==> src/rtl/core/lbrb_pkg.sv <==
// Shared types and constants of the line-aware byte ring buffer.
`timescale 1ns / 1ps

package lbrb_pkg;

    localparam int CNT_W = 13;

    localparam logic [1:0] MODE_WRITE   = 2'd0;
    localparam logic [1:0] MODE_POP     = 2'd1;
    localparam logic [1:0] MODE_DISCARD = 2'd2;

    localparam logic [7:0]       NEWLINE_BYTE = 8'h0A;
    localparam logic [CNT_W-1:0] RUN_MAX      = {CNT_W{1'b1}};

    typedef struct packed {
        logic [1:0]       mode;
        logic [7:0]       data_byte;
        logic             end_of_write;
        logic [CNT_W-1:0] drop_count;
    } t_item;

    typedef struct packed {
        logic [7:0]       byte_out;
        logic             byte_valid;
        logic             end_of_line;
        logic [CNT_W-1:0] count;
        logic [CNT_W-1:0] fill_level;
        logic [CNT_W-1:0] lines_available;
    } t_result;

endpackage

==> src/rtl/core/lbrb_ctrl.sv <==
// Sequencer of the ring buffer: pointers, counters and the store accesses.
`timescale 1ns / 1ps

module lbrb_ctrl #(
    parameter int DEPTH = 4096,
    localparam int AW = $clog2(DEPTH)
) (
    input  logic                     i_clk,
    input  logic                     i_rst_n,
    input  logic                     i_cfg_wr,
    input  logic [lbrb_pkg::CNT_W-1:0] i_cfg_data,
    input  logic                     i_take,
    input  lbrb_pkg::t_item          i_item,
    output logic                     o_busy,
    output logic                     o_res_load,
    output lbrb_pkg::t_result        o_res,
    output logic                     o_mem_we,
    output logic [AW-1:0]            o_mem_waddr,
    output logic [7:0]               o_mem_wdata,
    output logic [AW-1:0]            o_mem_raddr,
    input  logic [7:0]               i_mem_rdata
);

    import lbrb_pkg::*;

    localparam int CAP_RST = (DEPTH < 4096) ? DEPTH : 4096;

    typedef enum logic [2:0] {
        ST_IDLE = 3'b001,
        ST_POP  = 3'b010,
        ST_DISC = 3'b100
    } t_state;

    t_state           r_state, n_state;
    logic [CNT_W-1:0] r_cap, n_cap;
    logic [CNT_W-1:0] r_head, n_head;
    logic [CNT_W-1:0] r_stored, n_stored;
    logic [CNT_W-1:0] r_lines, n_lines;
    logic [CNT_W-1:0] r_run, n_run;
    logic [CNT_W-1:0] r_walk, n_walk;
    logic [CNT_W-1:0] r_rem, n_rem;
    logic [CNT_W-1:0] r_left, n_left;
    logic [CNT_W-1:0] r_dcount, n_dcount;

    logic [CNT_W:0]   pos;
    logic [CNT_W-1:0] drop_n;
    logic [CNT_W-1:0] run_inc;
    logic             space;

    // Advance an index by one slot, wrapping at the capacity.
    function automatic logic [CNT_W-1:0] nxt(input logic [CNT_W-1:0] idx,
                                             input logic [CNT_W-1:0] cap);
        logic [CNT_W:0] s;
        s = {1'b0, idx} + {{CNT_W{1'b0}}, 1'b1};
        return (s >= {1'b0, cap}) ? '0 : s[CNT_W-1:0];
    endfunction

    always_comb begin
        n_state  = r_state;
        n_cap    = r_cap;
        n_head   = r_head;
        n_stored = r_stored;
        n_lines  = r_lines;
        n_run    = r_run;
        n_walk   = r_walk;
        n_rem    = r_rem;
        n_left   = r_left;
        n_dcount = r_dcount;

        o_res_load  = 1'b0;
        o_res       = '0;
        o_mem_we    = 1'b0;
        o_mem_wdata = i_item.data_byte;

        space = (r_stored < r_cap);
        pos   = {1'b0, r_head} + {1'b0, r_stored};
        if (pos >= {1'b0, r_cap}) begin
            pos = pos - {1'b0, r_cap};
        end
        o_mem_waddr = AW'(pos);
        drop_n  = (i_item.drop_count < r_stored) ? i_item.drop_count : r_stored;
        run_inc = (space && (r_run < RUN_MAX)) ? r_run + 1'b1 : r_run;

        case (r_state)
            ST_IDLE: begin
                if (i_take) begin
                    case (i_item.mode)
                        MODE_WRITE: begin
                            if (space) begin
                                o_mem_we = 1'b1;
                                n_stored = r_stored + 1'b1;
                                if (i_item.data_byte == NEWLINE_BYTE) begin
                                    n_lines = r_lines + 1'b1;
                                end
                            end
                            o_res.byte_valid = space;
                            if (i_item.end_of_write) begin
                                o_res.count = run_inc;
                                n_run       = '0;
                            end else begin
                                n_run = run_inc;
                            end
                            o_res_load = 1'b1;
                        end
                        MODE_POP: begin
                            // Head byte is being read this cycle; finish next cycle.
                            if (r_stored == '0) begin
                                o_res_load = 1'b1;
                            end else begin
                                n_state = ST_POP;
                            end
                        end
                        MODE_DISCARD: begin
                            if (drop_n == '0) begin
                                o_res_load = 1'b1;
                            end else begin
                                n_walk   = nxt(r_head, r_cap);
                                n_rem    = drop_n - 1'b1;
                                n_left   = drop_n;
                                n_dcount = drop_n;
                                n_state  = ST_DISC;
                            end
                        end
                        default: begin
                            o_res_load = 1'b1;
                        end
                    endcase
                end
            end
            ST_POP: begin
                n_head   = nxt(r_head, r_cap);
                n_stored = r_stored - 1'b1;
                if ((i_mem_rdata == NEWLINE_BYTE) && (r_lines != '0)) begin
                    n_lines = r_lines - 1'b1;
                end
                o_res.byte_out    = i_mem_rdata;
                o_res.byte_valid  = 1'b1;
                o_res.end_of_line = (i_mem_rdata == NEWLINE_BYTE) || (n_stored == '0);
                o_res_load        = 1'b1;
                n_state           = ST_IDLE;
            end
            ST_DISC: begin
                // Check the byte read last cycle, issue the next read.
                if ((i_mem_rdata == NEWLINE_BYTE) && (r_lines != '0)) begin
                    n_lines = r_lines - 1'b1;
                end
                n_left = r_left - 1'b1;
                if (r_rem != '0) begin
                    n_walk = nxt(r_walk, r_cap);
                    n_rem  = r_rem - 1'b1;
                end
                if (r_left == {{(CNT_W-1){1'b0}}, 1'b1}) begin
                    n_head      = r_walk;
                    n_stored    = r_stored - r_dcount;
                    o_res.count = r_dcount;
                    o_res_load  = 1'b1;
                    n_state     = ST_IDLE;
                end
            end
            default: begin
                n_state = ST_IDLE;
            end
        endcase

        o_res.fill_level      = n_stored;
        o_res.lines_available = n_lines;

        if (i_cfg_wr) begin
            n_cap    = (32'(i_cfg_data) > 32'(DEPTH)) ? CNT_W'(DEPTH) : i_cfg_data;
            n_head   = '0;
            n_stored = '0;
            n_lines  = '0;
            n_run    = '0;
            n_state  = ST_IDLE;
        end
    end

    assign o_mem_raddr = (r_state == ST_DISC) ? AW'(r_walk) : AW'(r_head);
    assign o_busy      = (r_state != ST_IDLE);

    always_ff @(posedge i_clk) begin
        if (!i_rst_n) begin
            r_state  <= ST_IDLE;
            r_cap    <= CNT_W'(CAP_RST);
            r_head   <= '0;
            r_stored <= '0;
            r_lines  <= '0;
            r_run    <= '0;
            r_rem    <= '0;
            r_left   <= '0;
        end else begin
            r_state  <= n_state;
            r_cap    <= n_cap;
            r_head   <= n_head;
            r_stored <= n_stored;
            r_lines  <= n_lines;
            r_run    <= n_run;
            r_rem    <= n_rem;
            r_left   <= n_left;
        end
    end

    always_ff @(posedge i_clk) begin
        r_walk   <= n_walk;
        r_dcount <= n_dcount;
    end

endmodule

==> config.mk <==
export PLATFORM = sky130hd
export DESIGN_NAME = lbrb_ctrl
export DESIGN_NICKNAME = d
export VERILOG_FILES = /design/src/rtl/core/lbrb_pkg.sv /design/src/rtl/core/lbrb_ctrl.sv
export SDC_FILE = /design/constraint.sdc
export NUM_CORES = 1
export LEC_CHECK = 0
export CAP_MARGIN = 20
export CORE_MARGIN = 3
export CORE_UTILIZATION = 64
export DETAILED_ROUTE_END_ITERATION = 12
export DONT_BUFFER_PORTS = 1
export HOLD_SLACK_MARGIN = 0.08
export PLACE_DENSITY_LB_ADDON = 0.3
export SETUP_SLACK_MARGIN = 0.4
export SYNTH_ARGS = -nofsm -noshare
export SYNTH_HDL_FRONTEND = slang
export SYNTH_SLANG_ARGS = --single-unit
==> constraint.sdc <==
create_clock -name i_clk -period 5.3 [get_ports i_clk]
set_input_delay 0.53 -clock i_clk [delete_from_list [all_inputs] [get_ports i_clk]]
set_output_delay 0.53 -clock i_clk [all_outputs]
set_load 0.01 [all_outputs]
==> results of run 1 <==
==> cells in the final DEF, fill, tap and decap left out, types with 28 or more instances in the layout <==
cell      instances
a21oi_1          73
a31oi_1          29
and2_1           36
and3_1           29
buf_4            28
dfxtp_1          93
ha_1            102
inv_1            89
nand2_1         146
nand3_1          48
nand4_1          33
nor2_1           90
nor3_1           49
o211ai_1         34
o21ai_0          99
xnor2_1          55
==> worst reg2reg max path, cell delays in order (launching register included) <==
cell and delay (ns):
dfxtp_1 0.65, inv_1 0.27, ha_1 0.35, and4_1 0.23, and3_1 0.32, and4b_1 0.37
o31ai_1 0.43, a31oi_1 0.24, inv_1 0.14, ha_1 0.22, inv_1 0.13, a2111oi_0 0.47
o211ai_1 0.17, o211ai_1 0.13
==> stage by stage <==
| step | worst slack [ns] | utilization (%) | cells | instance area [um^2] | hold slack [ns] |
|---|---|---|---|---|---|
| 3_3_place_gp | 0.679 | 66.4 | 1646 | 11500 | 0.442 |
| 3_5_place_dp | 0.544 | 66.4 | 1646 | 11500 | 0.455 |
| 6_report | 0.531 | 70.4 | 1682 | 12200 | 0.198 |
| 5_1_grt | 0.406 | 70.4 | 1682 | 12200 | 0.200 |
| 4_1_cts | 0.427 | 70.1 | 1678 | 12100 | 0.196 |
| 2_1_floorplan | 0.710 | - | 1476 | 11300 | 0.432 |
==> worst max path at each step <==
stage | to | cells after the start | slack [ns] | startpoint
final | o_mem_waddr[9] | 16 | 0.53 | r_head[0]
after floorplan | o_mem_waddr[6] | 16 | 0.71 | r_head[0]
after detailed placement | o_mem_waddr[8] | 16 | 0.54 | r_head[0]
after global placement | o_mem_waddr[7] | 16 | 0.68 | r_head[0]
after CTS | o_mem_waddr[8] | 18 | 0.43 | r_stored[1]
after global routing | o_mem_waddr[8] | 16 | 0.41 | r_head[0]
==> what timing repair did <==
action | CTS | global route
pin swaps | 0 | 3
gates resized for setup | 9 | 8
setup endpoints to repair | 12 | 12
buffers inserted | 0 | 4
==> layer usage <==
| metal | vias to the layer above | wire length [um] | track usage, % |
|---|---|---|---|
| met3 | 196 | 4060 | 9.76 |
| li1 | 5421 | - | - |
| met4 | 0 | 2310 | 19.9 |
| met2 | 761 | 16000 | 57.0 |
| met1 | 5404 | 13700 | 43.8 |
| met5 | - | 0 | 0 |
==> kinds of logic (layout without fill, tap and decap cells) <==
logic type,count (synthesis),in the layout,synth area share [%]
simple gates,543,543,24.7
xor+xnor,81,81,6.25
compound gates,426,426,25.1
mux,26,26,2.43
fa+ha+maj,106,106,11.9
buf+inv,174,155,6.23
flops,120,120,23.5
==> area by class of cell <==
cell class | count | area (um^2) | share of cell area, %
clock buffers | 20 | 437 | 3.58
inverters | 93 | 349 | 2.87
well taps | 225 | 282 | 2.31
clock inverters | 12 | 174 | 1.43
multi-input cells | 1182 | 8050 | 66.0
flip-flops and latches | 120 | 2660 | 21.9
repair buffers | 30 | 233 | 1.91
==> power by group through the flow <==
stage | clock [W] | combinational (W) | sequential [W]
global placement | 0 | 0.000414 | 0.000995
floorplan | 0 | 0.000335 | 0.000988
finish | 0.00122 | 0.000443 | 0.000977
global route | 0.00127 | 0.000486 | 0.000979
CTS | 0.00123 | 0.000429 | 0.000976
detailed placement | 0 | 0.000423 | 0.000995
==> registers in the layout, indices dropped and copies added, names as in the netlist <==
signal    cells
r_cap        13
r_dcount     13
r_head       13
r_left       13
r_lines      13
r_rem        13
r_run        13
r_stored     13
r_walk       13
r_state       3
==> results.py, run 1 <==
metrics = {
    "route": {
        "num_vias": 11782,
        "dr.pass1.iters": 7,
        "wirelength_mm": 36.1,
        "routedWlPerCell_um": 21.5,
        "drtIter0Drc": 1439,
        "viasPerCell": 7.00,
        "drcViolationCount": 0,
        "drtAntennaViolNets": 0,
    },
    "layout": {
        "nNetsFinal": 1599,
        "drive_gt1_share_pct": 8.37,
        "n_fill_cell": 1426,
        "syn_to_final_growth_pct": 7.39,
        "n_antenna_cell": 0,
    },
    "timing": {
        "finalSetupViolCount": 0,
        "tightestPinTransition_ns": 0.982,
        "tns_ns": 0,
        "rsz0062_at_grt": "no",
        "finalCritPeriodShare_pct": 90.0,
        "drv_slew": 0,
        "period_needed_ns": 4.77,
        "skew_ns": 0.00783,
        "fmax_mhz": 210,
        "slew_headroom_pct": 34.5,
        "hold_viol_final": 0,
    },
    "logic_synthesis": {
        "ys_seq_area_share_pct": 23.5,
        "synthFlopType": "dfxtp_1",
        "avgSynthCellArea_um2": 7.69,
        "synth_commonest_cells": "nand2_1, ha_1, o21ai_0",
        "syn_nets": 1631,
        "synth_cells": 1476,
        "async_flop_share_pct": 0,
        "ys_ff_latch": 120,
        "yosys.area.top_type": "dfxtp_1",
        "synth.most_common_cell": "nand2_1",
        "synth_edf_count": 26,
        "synthTopCellsByArea": "dfxtp_1, ha_1, edfxtp_1, nand2_1, o21ai_0",
        "synth_area_um2": 11300,
        "synth_top_area_share_pct": 16.6,
        "ys_warn_count": 0,
        "yosysUniqueCellTypes": 88,
    },
    "critical_path": {
        "crit_path_max_incr_delay_ns": 0.41,
        "cp.arrival_ns": 4.24,
        "r2r_slack_ns": 1.10,
        "r2r-start": "r_stored[12]",
        "r2r.worst_path.cells": 13,
        "startpoint_type": "flop",
        "worstPathRequired_ns": 4.77,
        "cp_max_fo": 12,
        "crit_type": "flop to output port",
        "reg2reg_to": "r_rem[6]",
        "cp_num_buf_inv": 1,
        "path_delay_family": "compound AO/OA/AOI/OAI gates",
        "crit_chain": "ha_1 -> fa_1 -> a21o_1 -> a21oi_2 -> o21bai_1 -> a21oi_2 -> o21ai_2 -> a21o_1 -> a31o_2 -> xor2_1 -> ha_1 -> nor2b_1 -> a2111oi_2 -> o221ai_1 -> buf_6 -> mux2_1",
        "slowest_stage": "fa_1",
        "crit_path_end_kind": "output port",
    },
    "outcome": {
        "outcome": "finished, final reports clean",
    },
    "place": {
        "place_congestion": 1.03,
        "dpl.hpwl_mm": 26.3,
        "numPortBuffers": 0,
    },
    "pwr": {
        "ir_drop_v": 0.000209,
        "p_comb_share_pct": 16.8,
        "power.internal_w": 0.00190,
        "power_w": 0.00264,
        "swShare_pct": 28.1,
        "seq_power_share_pct": 37.0,
        "p_leak_nw": 5.05,
        "power_density_nw_per_um2": 217,
        "power.switching_w": 0.000743,
        "p_clk_share_pct": 46.3,
    },
    "clocking": {
        "clock-sinks": 120,
        "cts-root-buf": "clkbuf_16",
        "cts-hold-fix-buffers": 0,
        "cts_tree": "yes",
        "cts_buffer_depth": 2,
        "clk_latency_ns": 0.43,
        "clk_pin_slew_ns": 0.05,
        "cts_made_buffers": 17,
        "cts.htree.levels": 4,
    },
    "global_routing": {
        "grt_max_degree": 51,
        "grt_usage_pct": 35.8,
        "grt_pass1_wl_mm": 56.4,
        "gr-total-overflow": 0,
        "grt_antenna_before_repair": 0,
        "grt_pass1_vias": 11059,
    },
    "floorplanning": {
        "fp.dieW_um": 139,
        "dieArea_um2": 19400,
        "initial_core_util_pct": 65.6,
        "design.core.area_um2": 17300,
        "io_pins": 133,
        "row_count": 48,
        "die_y_um": 139,
    },
    "min_path": {
        "hp-class": "primary input to flop",
        "hold_path_depth": 1,
        "hold_path_startpoint": "i_item[13]",
        "hold_end": "r_run[12]",
    },
    "run": {
        "maxCapViolations": 0,
    },
}
Power figures use the tool's default switching activity.
==> run 2: changes to the inputs <==
--- a/config.mk
+++ b/config.mk
@@ -5,13 +5,14 @@
 export SDC_FILE = /design/constraint.sdc
 export NUM_CORES = 1
 export LEC_CHECK = 0
+export ABC_AREA = 1
 export CAP_MARGIN = 20
 export CORE_MARGIN = 3
 export CORE_UTILIZATION = 64
 export DETAILED_ROUTE_END_ITERATION = 12
 export DONT_BUFFER_PORTS = 1
 export HOLD_SLACK_MARGIN = 0.08
-export PLACE_DENSITY_LB_ADDON = 0.3
+export PLACE_DENSITY = 0.8
 export SETUP_SLACK_MARGIN = 0.4
 export SYNTH_ARGS = -nofsm -noshare
 export SYNTH_HDL_FRONTEND = slang
==> run 2 against run 1 <==
Combinational power increased by 19%; setup slack improved by 0.10 ns; count of clock-buffer cells in the layout grew 2; synthesized area up 2.0%; non-clock buffer count decreased by 14; clock skew is 0.0020 ns higher; design area increased by 1.3%; largest cell class unchanged; largest power group unchanged.
==> results.py, run 2 <==
metrics = {
    "layout": {
        "final_area_um2": 12300,
        "final_cell_mix": "nand2_1, inv_1, nor2_1, a21oi_1, nand3_1",
        "final_common_cell": "nand2_1",
        "nNetsFinal": 1931,
        "seqCellArea_um2": 2660,
        "syn_to_final_growth_pct": 6.69,
        "n_antenna_cell": 0,
        "multiInputGateArea_um2": 7640,
        "n_fill_cell": 1516,
        "drive_gt1_share_pct": 5.93,
    },
    "logic_synthesis": {
        "synth_top_area_share_pct": 16.3,
        "synthFlopType": "dfxtp_1",
        "ys_warn_count": 0,
        "yosys.area.top_type": "dfxtp_1",
        "synth_commonest_cells": "nand2_1, inv_1, nor2_1",
        "avgSynthCellArea_um2": 6.43,
        "synthTopCellsByArea": "dfxtp_1, nand2_1, ha_1, inv_1, edfxtp_1",
        "ys_ff_latch": 120,
        "synth.most_common_cell": "nand2_1",
        "async_flop_share_pct": 0,
        "synth_cells": 1799,
        "synth_area_um2": 11600,
        "ys_seq_area_share_pct": 23.0,
        "syn_nets": 1954,
        "yosysUniqueCellTypes": 58,
        "synth_edf_count": 26,
    },
    "floorplanning": {
        "fp.dieW_um": 140,
        "dieArea_um2": 19700,
        "design.core.area_um2": 17500,
        "initial_core_util_pct": 66.2,
        "io_pins": 133,
        "row_count": 48,
        "die_y_um": 140,
    },
    "route": {
        "routedWlPerCell_um": 17.4,
        "drtAntennaViolNets": 0,
        "wirelength_mm": 35.1,
        "drcViolationCount": 0,
        "num_vias": 12109,
        "viasPerCell": 6.01,
        "dr.pass1.iters": 6,
        "drtIter0Drc": 1183,
    },
    "timing": {
        "tns_ns": 0,
        "skew_ns": 0.00988,
        "finalCritPeriodShare_pct": 88.1,
        "period_needed_ns": 4.67,
        "hold_viol_final": 0,
        "tightestPinTransition_ns": 0.927,
        "finalSetupViolCount": 0,
        "whs_ns": 0.218,
        "rsz0062_at_grt": "no",
        "slew_headroom_pct": 38.1,
        "fmax_mhz": 214,
        "drv_slew": 0,
    },
    "pwr": {
        "p_leak_nw": 5.96,
        "p_comb_share_pct": 18.7,
        "power_w": 0.00283,
        "power.switching_w": 0.000851,
        "p_clk_share_pct": 46.3,
        "seq_power_share_pct": 35.1,
        "power_density_nw_per_um2": 229,
        "swShare_pct": 30.1,
        "ir_drop_v": 0.000224,
        "power.internal_w": 0.00197,
    },
    "critical_path": {
        "worstPathRequired_ns": 4.77,
        "cp_max_fo": 6,
        "crit_path_end_kind": "output port",
        "crit_type": "flop to output port",
        "cp.arrival_ns": 4.14,
        "startpoint_type": "flop",
    },
    "clocking": {
        "cts-root-buf": "clkbuf_16",
        "cts_tree": "yes",
        "cts_made_buffers": 17,
        "clock-sinks": 120,
        "cts_buffer_depth": 2,
        "clk_latency_ns": 0.44,
        "cts.htree.levels": 4,
        "clk_pin_slew_ns": 0.06,
    },
    "global_routing": {
        "grt_pass1_wl_mm": 56.6,
        "grt_pass1_vias": 11284,
        "grt_antenna_before_repair": 0,
        "grt_max_degree": 54,
        "grt_usage_pct": 34.9,
        "gr-total-overflow": 0,
    },
    "place": {
        "placed_area_um2": 11600,
        "place_congestion": 0.963,
        "numPortBuffers": 0,
        "dpl.hpwl_mm": 26.4,
    },
    "run": {
        "maxCapViolations": 0,
    },
    "min_path": {
        "hp-class": "primary input to flop",
    },
    "outcome": {
        "outcome": "finished, final reports clean",
    },
}
-- run 2: cells by family (layout without fill, tap and decap cells) --
family	Yosys count	in the layout	synth area share [%]
and+or+nand+nor	832	833	31.8
AOI/OAI and AO/OA	343	343	16.5
buffers and inverters	323	312	11.3
DFF	120	120	23.0
adders and majority gates	106	106	11.7
xor gates and xnor gates	75	75	5.68
-- run 2: path summary, 6_finish.rpt --
kind	cells past startpoint	end	start	slack, ns
max	22	o_mem_waddr[2]	r_head[0]	0.63
min	2	r_rem[8]	i_rst_n	0.22
max reg2reg	17	r_walk[7]	r_head[1]	1.32
min reg2reg	2	r_run[2]	r_run[2]	0.47
-- run 2: per-layer routing --
layer / vias to the layer above / GRT usage [%] / wire length (um)
li1: 5931 / - / -
met5: - / 0 / 0
met4: 0 / 15.5 / 1470
met1: 5405 / 44.8 / 14100
met2: 656 / 56.6 / 16100
met3: 117 / 7.48 / 3450
-- run 2: layout make-up --
class                           count  share of cell area [%]
Timing Repair Buffer               16                   0.973
Inverter                          264                    8.03
Clock buffer                       22                    3.93
Tap cell                          225                    2.28
Sequential cell                   120                    21.6
Multi-Input combinational cell   1357                    61.9
Clock inverter                     10                    1.33
-- run 2: power groups by stage --
stage	Clock, W	Combinational (W)	Sequential, W
global placement	0	0.000494	0.00101
detailed placement	0	0.000504	0.00101
global route	0.00135	0.000595	0.000993
floorplan	0	0.000414	0.00100
finish	0.00131	0.000527	0.000991
CTS	0.00131	0.000511	0.000990
-- run 2: critical path, stage by stage, from the launching register on --
cell,delay [ns]
dfxtp_1,0.36
ha_1,0.25
fa_1,0.40
a21oi_1,0.15
o21bai_1,0.14
a21oi_1,0.15
nor2_1,0.05
nor2_1,0.11
xor2_1,0.20
inv_1,0.06
ha_1,0.34
nand2_1,0.09
nor2_1,0.05
nand2_1,0.06
nand3_1,0.11
nand3_1,0.09
nand2_1,0.09
a21oi_1,0.12
o211ai_1,0.16
a21oi_4,0.33
buf_4,0.19
nand3_1,0.07
nand2_1,0.14
-- run 2: stage by stage --
step | utilization (%) | setup WS (ns) | std cells
2_1_floorplan | - | 1.28 | 1799
3_3_place_gp | 66.5 | 0.924 | 1977
3_5_place_dp | 66.5 | 0.785 | 1977
4_1_cts | 70.2 | 0.331 | 2009
5_1_grt | 70.6 | 0.375 | 2014
6_report | 70.6 | 0.632 | 2014
-- run 2: timing repair --
item	4_1_cts	5_1_grt
cloned	0	1
pin swaps	0	2
resized for setup	0	11
setup buffers	0	4
hold buffers	0	0
setup endpoints to repair	3	12
